`src/hdl/pdsc_pkg.sv`:
```
// ----------------------------------------------------------------------------
// pdsc_pkg
// Types, character constants and class-history helpers for the path
// dot-segment checker.
// ----------------------------------------------------------------------------
package pdsc_pkg;

  // character class of one decoded code point
  typedef enum logic [1:0] {
    CLS_SLASH = 2'd0,
    CLS_DOT   = 2'd1,
    CLS_OTHER = 2'd2
  } char_class_t;

  // sticky reject flag plus the two most recent classes
  typedef struct packed {
    logic        rej;
    char_class_t older;
    char_class_t newer;
  } class_hist_t;

  localparam int unsigned AccumW = 32;

  localparam logic [7:0] ContMask  = 8'hC0;
  localparam logic [7:0] ContTag   = 8'h80;
  localparam logic [7:0] LeadMin   = 8'hC0;

  localparam logic [AccumW-1:0] CodeSlash  = AccumW'(32'h2F);
  localparam logic [AccumW-1:0] CodeBslash = AccumW'(32'h5C);
  localparam logic [AccumW-1:0] CodeDot    = AccumW'(32'h2E);

  localparam class_hist_t HistReset = '{rej: 1'b0, older: CLS_SLASH, newer: CLS_SLASH};

  // map a code point to its class, backslash counts as slash
  function automatic char_class_t classify(input logic [AccumW-1:0] v);
    char_class_t c;
    if (v == CodeSlash || v == CodeBslash) begin
      c = CLS_SLASH;
    end else if (v == CodeDot) begin
      c = CLS_DOT;
    end else begin
      c = CLS_OTHER;
    end
    return c;
  endfunction

  // shift one class into the history, flag "/./" and "/.."
  function automatic class_hist_t push_class(input class_hist_t h, input char_class_t c);
    class_hist_t r;
    r = h;
    if (h.older == CLS_SLASH && h.newer == CLS_DOT && (c == CLS_SLASH || c == CLS_DOT)) begin
      r.rej = 1'b1;
    end
    r.older = h.newer;
    r.newer = c;
    return r;
  endfunction

  // dropped sequence: lead plus taken continuations all count as other
  function automatic class_hist_t flush_other(input class_hist_t h, input logic [2:0] taken);
    class_hist_t r;
    r = h;
    if (taken == 3'd0) begin
      r.older = h.newer;
    end else begin
      r.older = CLS_OTHER;
    end
    r.newer = CLS_OTHER;
    return r;
  endfunction

endpackage

```
`src/hdl/path_dot_segment_checker_top.sv`:
```
// ----------------------------------------------------------------------------
// path_dot_segment_checker_top
// Streams a path one byte per transaction, decodes UTF-8 (overlong forms
// included) and returns one verdict on the last transaction of each path.
// ----------------------------------------------------------------------------
//  channel | ports                                          | direction
//  --------+------------------------------------------------+----------
//  in      | in_valid in_ready in_path_byte in_byte_present |  input
//          | in_path_end                                    |
//  out     | out_valid out_ready out_reasonable             |  output
//
//  one byte per cycle; decode and class update are a single combinational
//  pass from the input ports into the state and result registers
//  a verdict appears in the cycle after the path_end transaction
//  in_ready drops only while a verdict is held and out_ready is low
//  rst_n (synchronous) clears decoder state and the result register
// ----------------------------------------------------------------------------
module path_dot_segment_checker_top (
  input  logic       clk,
  input  logic       rst_n,
  input  logic       in_valid,
  output logic       in_ready,
  input  logic [7:0] in_path_byte,
  input  logic       in_byte_present,
  input  logic       in_path_end,
  output logic       out_valid,
  input  logic       out_ready,
  output logic       out_reasonable
);
  import pdsc_pkg::*;

  class_hist_t       hist_r, hist_nxt;
  logic [2:0]        seq_rem_r, seq_rem_nxt;
  logic [2:0]        seq_taken_r, seq_taken_nxt;
  logic [AccumW-1:0] accum_r, accum_nxt;
  logic              out_valid_r, out_valid_nxt;
  logic              out_reasonable_r, out_reasonable_nxt;
  logic              in_acc;

  assign in_ready       = !out_valid_r || out_ready;
  assign in_acc         = in_valid && in_ready;
  assign out_valid      = out_valid_r;
  assign out_reasonable = out_reasonable_r;

  // byte decode, class history and end check
  always_comb begin
    class_hist_t       h;
    logic [2:0]        rem;
    logic [2:0]        taken;
    logic [AccumW-1:0] acc;
    h     = hist_r;
    rem   = seq_rem_r;
    taken = seq_taken_r;
    acc   = accum_r;
    out_reasonable_nxt = out_reasonable_r;
    out_valid_nxt      = out_valid_r && !out_ready;

    if (in_acc) begin
      if (in_byte_present) begin
        if (rem != 3'd0 && (in_path_byte & ContMask) == ContTag) begin
          // continuation byte extends the pending sequence
          acc   = {acc[AccumW-7:0], in_path_byte[5:0]};
          taken = taken + 3'd1;
          rem   = rem - 3'd1;
          if (rem == 3'd0) begin
            h     = push_class(h, classify(acc));
            acc   = '0;
            taken = 3'd0;
          end
        end else begin
          // broken sequence, then the byte starts fresh
          if (rem != 3'd0) begin
            h     = flush_other(h, taken);
            rem   = 3'd0;
            taken = 3'd0;
            acc   = '0;
          end
          if (in_path_byte >= LeadMin) begin
            taken = 3'd0;
            case (in_path_byte) inside
              [8'hC0:8'hDF]: begin
                rem = 3'd1;
                acc = AccumW'(in_path_byte[4:0]);
              end
              [8'hE0:8'hEF]: begin
                rem = 3'd2;
                acc = AccumW'(in_path_byte[3:0]);
              end
              [8'hF0:8'hF7]: begin
                rem = 3'd3;
                acc = AccumW'(in_path_byte[2:0]);
              end
              [8'hF8:8'hFB]: begin
                rem = 3'd4;
                acc = AccumW'(in_path_byte[1:0]);
              end
              default: begin
                rem = 3'd5;
                acc = AccumW'(in_path_byte[1:0]);
              end
            endcase
          end else begin
            h = push_class(h, classify(AccumW'(in_path_byte)));
          end
        end
      end

      if (in_path_end) begin
        // cut-off sequence counts as other, then trailing "/." check
        if (rem != 3'd0) begin
          h = flush_other(h, taken);
        end
        if (h.older == CLS_SLASH && h.newer == CLS_DOT) begin
          h.rej = 1'b1;
        end
        out_valid_nxt      = 1'b1;
        out_reasonable_nxt = !h.rej;
        h     = HistReset;
        rem   = 3'd0;
        taken = 3'd0;
        acc   = '0;
      end
    end

    hist_nxt      = h;
    seq_rem_nxt   = rem;
    seq_taken_nxt = taken;
    accum_nxt     = acc;
  end

  // state and result registers
  always_ff @(posedge clk) begin
    if (!rst_n) begin
      hist_r           <= HistReset;
      seq_rem_r        <= 3'd0;
      seq_taken_r      <= 3'd0;
      accum_r          <= '0;
      out_valid_r      <= 1'b0;
      out_reasonable_r <= 1'b0;
    end else begin
      hist_r           <= hist_nxt;
      seq_rem_r        <= seq_rem_nxt;
      seq_taken_r      <= seq_taken_nxt;
      accum_r          <= accum_nxt;
      out_valid_r      <= out_valid_nxt;
      out_reasonable_r <= out_reasonable_nxt;
    end
  end

  // no pending sequence means no taken continuations
  a_taken_idle: assert property (@(posedge clk) disable iff (!rst_n)
    seq_rem_r == 3'd0 |-> seq_taken_r == 3'd0)
    else $error("continuation count set with no pending sequence");

  // a sequence never spans more than five continuations
  a_seq_len: assert property (@(posedge clk) disable iff (!rst_n)
    ({1'b0, seq_rem_r} + {1'b0, seq_taken_r}) <= 4'd5)
    else $error("sequence length out of range");

  // a path end always leaves a verdict behind
  a_end_verdict: assert property (@(posedge clk) disable iff (!rst_n)
    in_acc && in_path_end |=> out_valid_r)
    else $error("path end produced no verdict");

  // decoder is back at its reset state after a path end
  a_end_clears: assert property (@(posedge clk) disable iff (!rst_n)
    in_acc && in_path_end |=> !hist_r.rej && seq_rem_r == 3'd0 && accum_r == '0)
    else $error("state not cleared after path end");

endmodule

```
`config.mk`:
```
export PLATFORM = sky130hd
export DESIGN_NAME = path_dot_segment_checker_top
export DESIGN_NICKNAME = d
export VERILOG_FILES = /design/src/hdl/pdsc_pkg.sv /design/src/hdl/path_dot_segment_checker_top.sv
export SDC_FILE = /design/constraint.sdc
export NUM_CORES = 1
export LEC_CHECK = 0
export BUFFER_PORTS_ARGS = -buffer_cell sky130_fd_sc_hd__buf_2
export CORE_UTILIZATION = 60
export CTS_BUF_LIST = sky130_fd_sc_hd__clkbuf_2
export CTS_CLUSTER_DIAMETER = 40
export DETAILED_ROUTE_END_ITERATION = 6
export PLACE_DENSITY_LB_ADDON = 0.3
export SETUP_SLACK_MARGIN = 0.05
export SLEW_MARGIN = 20
export SYNTH_ARGS = -nofsm -noshare
export SYNTH_HDL_FRONTEND = slang
export SYNTH_SLANG_ARGS = --single-unit
```
`constraint.sdc`:
```
create_clock -name clk -period 2.1 [get_ports clk]
set_input_delay 0.21 -clock clk [delete_from_list [all_inputs] [get_ports clk]]
set_output_delay 0.21 -clock clk [all_outputs]
set_load 0.01 [all_outputs]
```
==> summary.txt <==
Floorplanning
  – Core area: 3420 um^2
  – Die W: 62.5 um
  – Initial Utilization: 64.4%
  – DIE HEIGHT: 62.5 um
  – Die Area: 3910 um^2
  – Core Rows: 21
  – IO Count: 17

Logic synthesis
  – Most frequent cells after synthesis: dfxtp_1, nor2b_1, a22oi_1, nand2_1, nor2_1
  – Mux cell area share after synthesis: 0.512%
  – Syn Nets: 270
  – Largest family of logic cells by synthesized area: simple AND/OR/NAND/NOR gates
  – Seq cells post-synth: 39
  – Top-count cell post-synth: dfxtp_1
  – Cells after synthesis: 251
  – Area leader, netlist: dfxtp_1
  – Netlist Area Pre-Place: 2200 um^2
  – Synth cell types: 53
  – EDFF count, synth: 0
  – Synth Area in Adders: 2.84%
  – Post-synthesis xor/xnor area fraction: 0%
  – Async SR Flop Fraction: 0%
  – Sequential fraction of the synthesis area: 35.5%
  – Top FF cell, synth: dfxtp_1
  – Post-synth top area share: 35.5%
  – Syn Area/Cell: 8.76 um^2
  – Simple-Gate Fraction of Synth Area: 28.4%
  – Post-synthesis compound-gate area fraction: 26.6%
  – Top cells by area, synth: dfxtp_1, a22oi_1, nor2b_1, ha_1, nand2_1
  – Yosys warning count: 0

Timing
  – Hold Violations, Final: 0
  – Slew Limit Fails: 0
  – Fmax: 0.504 GHz
  – Worst Clk Skew: 0.0215 ns
  – Period utilization: 94.6%
  – Rel. slew slack: 62.5%
  – Final min period: 1.99 ns
  – Final setup fails: 0
  – Setup TNS: 0 ns
  – RSZ-0062 raised after global routing: false
  – Worst-Margin Slew: 0.563 ns

Cells and area
  – Final std cells w/o fill: 309
  – Layout cells sized above 1: 22.1%
  – Ant. Diodes: 0
  – Area Overhead vs Synth: 8.36%
  – Net count, final: 282

Global routing
  – Total Routing Usage GR: 26.1%
  – Total gr overflow: 0
  – Initial antenna violation count: 0
  – Vias in the first global route: 1784
  – Pin count of the biggest net entering global routing: 40
  – First-pass GRT wire length: 8.25 mm

Setup path
  – R2r setup slk: 0.11 ns
  – Origin of the critical flop-to-flop path: seq_rem_r[0]$_SDFFE_PN0P_
  – Critical R2R Capture: out_reasonable$_SDFFE_PN0P_
  – Worst Setup EP: out_reasonable$_SDFFE_PN0P_
  – Setup crit start: seq_rem_r[0]$_SDFFE_PN0P_
  – Worst Setup End Kind: flip-flop
  – Worst R2R Path Depth: 8
  – Setup CP Type: flip-flop to flip-flop
  – CP startpoint kind: flip-flop
  – Req. time, crit path: 2.39 ns
  – Worst EP arrival: 2.27 ns
  – Crit-path max FO: 6

Clocking
  – CTS Buf Count: 5
  – Max H-tree Level: 2
  – Reg clk slew, reported paths: 0.20 ns
  – Max clock buf depth: 2
  – Clk sink count: 39
  – Clk_lat worst skew: 0.39 ns
  – CTS tree: yes
  – Cts hold-fix bufs: 0
  – Clock root cell: clkbuf_2

Route
  – Post-Route WL: 5.06 mm
  – DRC Markers: 0
  – First drt pass iteration count: 5
  – Antenna Nets Post-Route: 0
  – WL/cell: 16.4 um
  – Via count: 1957
  – Vias per cell: 6.33
  – Initial drt markers: 187

Power
  – Max VDD drop: 450 uV
  – Power density over the cells: 510 nW/um^2
  – Leak: 0.820 nW

Placement
  – HPWL Detailed: 3.37 mm
  – Count of buffers from port buffering: 16
  – GP Congestion: 0.929
  – Inst Count DP: 300

Hold path
  – Min-delay src: in_path_byte[0]
  – Worst hold path class: primary input to flip-flop

Flow run
  – Max-cap violation count: 0

Status
  – Outcome: finished, final reports clean
-- state kept, by name (all words and copies together) (netlist names) --
| name | count |
|---|---|
| accum_r | 26 |
| out_reasonable | 1 |
| seq_taken_r | 3 |
| out_valid | 1 |
| hist_r | 5 |
| seq_rem_r | 3 |
-- worst max-delay path: stages (launching register included) --
cell and delay, ns:
dfxtp_2 0.41, inv_2 0.08, ha_4 0.18, and2_1 0.17
or2_2 0.29, a31oi_2 0.21, o22ai_2 0.12, nor4b_2 0.29
a31oi_1 0.13
-- stage by stage --
| stage | util [%] | hold WS, ns | power (mW) | area (um^2) | setup WS, ns |
|---|---|---|---|---|---|
| after CTS | 67.6 | 0.111 | 1.21 | 2310 | 0.0743 |
| after detailed placement | 65.9 | 0.472 | 0.906 | 2250 | 0.0400 |
| after global routing | 69.8 | 0.120 | 1.26 | 2380 | 0.0435 |
| after floorplan | - | 0.357 | 0.868 | 2200 | 0.231 |
| after global placement | 65.9 | 0.460 | 0.906 | 2250 | 0.121 |
| final | 69.8 | 0.120 | 1.21 | 2380 | 0.114 |
-- how the worst min path moves through the flow --
stage | to | slack (ns) | cells past startpoint
after global placement | seq_taken_r[0]$_SDFFE_PN0P_ | 0.46 | 2
after global routing | out_valid$_SDFF_PN0_ | 0.12 | 3
after detailed placement | seq_taken_r[0]$_SDFFE_PN0P_ | 0.47 | 2
after floorplan | out_valid$_SDFF_PN0_ | 0.36 | 2
after CTS | out_valid$_SDFF_PN0_ | 0.11 | 3
final | accum_r[0]$_SDFFE_PN0P_ | 0.12 | 3
-- cells by family (layout without fill, tap and decap cells) --
group	count (synthesis)	count (layout)
fa+ha+maj	5	5
simple gates	106	106
flops	39	39
compound gates	77	77
buf+inv	23	35
mux	1	1
-- per-layer routing --
layer | routed length, um | global-route usage, % | vias to the layer above
met1 | 2420 | 38.3 | 922
met2 | 2240 | 37.9 | 76
li1 | - | - | 952
met4 | 48 | 8.14 | 0
met3 | 352 | 5.29 | 7
met5 | 0 | 0 | -
-- final cells by class --
type,instances,area (um^2)
multi-input combinational,189,1360
clock inverter,2,8.76
sequential,39,783
fill,289,1030
clock buffer,5,25.0
inverter,7,26.3
tap,46,57.6
timing repair buffer,21,121
-- cells in the final DEF (no fill, tap or decap), types with 3 or more instances in the layout --
master    synthesis  layout
clkbuf_2          0       5
nor3_1            6       4
a22oi_1          31      30
nor4_1            7       6
inv_1             7       5
o21ai_0           8       7
nor2b_1          33      32
nand2b_1          8       7
buf_4             4       4
buf_2             2      16
a21oi_1           6       6
nand3_1           9       9
dfxtp_1          39      37
a32oi_1           3       3
nand2_1          14      14
and2_1            3       3
nor2_1           10      10
-- timing repair --
| item | 4_1_cts | 5_1_grt |
|---|---|---|
| setup endpoints to repair | 1 | 35 |
| setup buffers | 0 | 2 |
| gates resized for setup | 5 | 16 |
| pin swaps | 0 | 4 |
-- where the power goes --
part           switching [mW]  total (mW)  internal, mW
clock network           0.241       0.312        0.0705
registers             0.00445       0.751         0.747
logic                  0.0958       0.152        0.0567
Power figures use the tool's default switching activity.
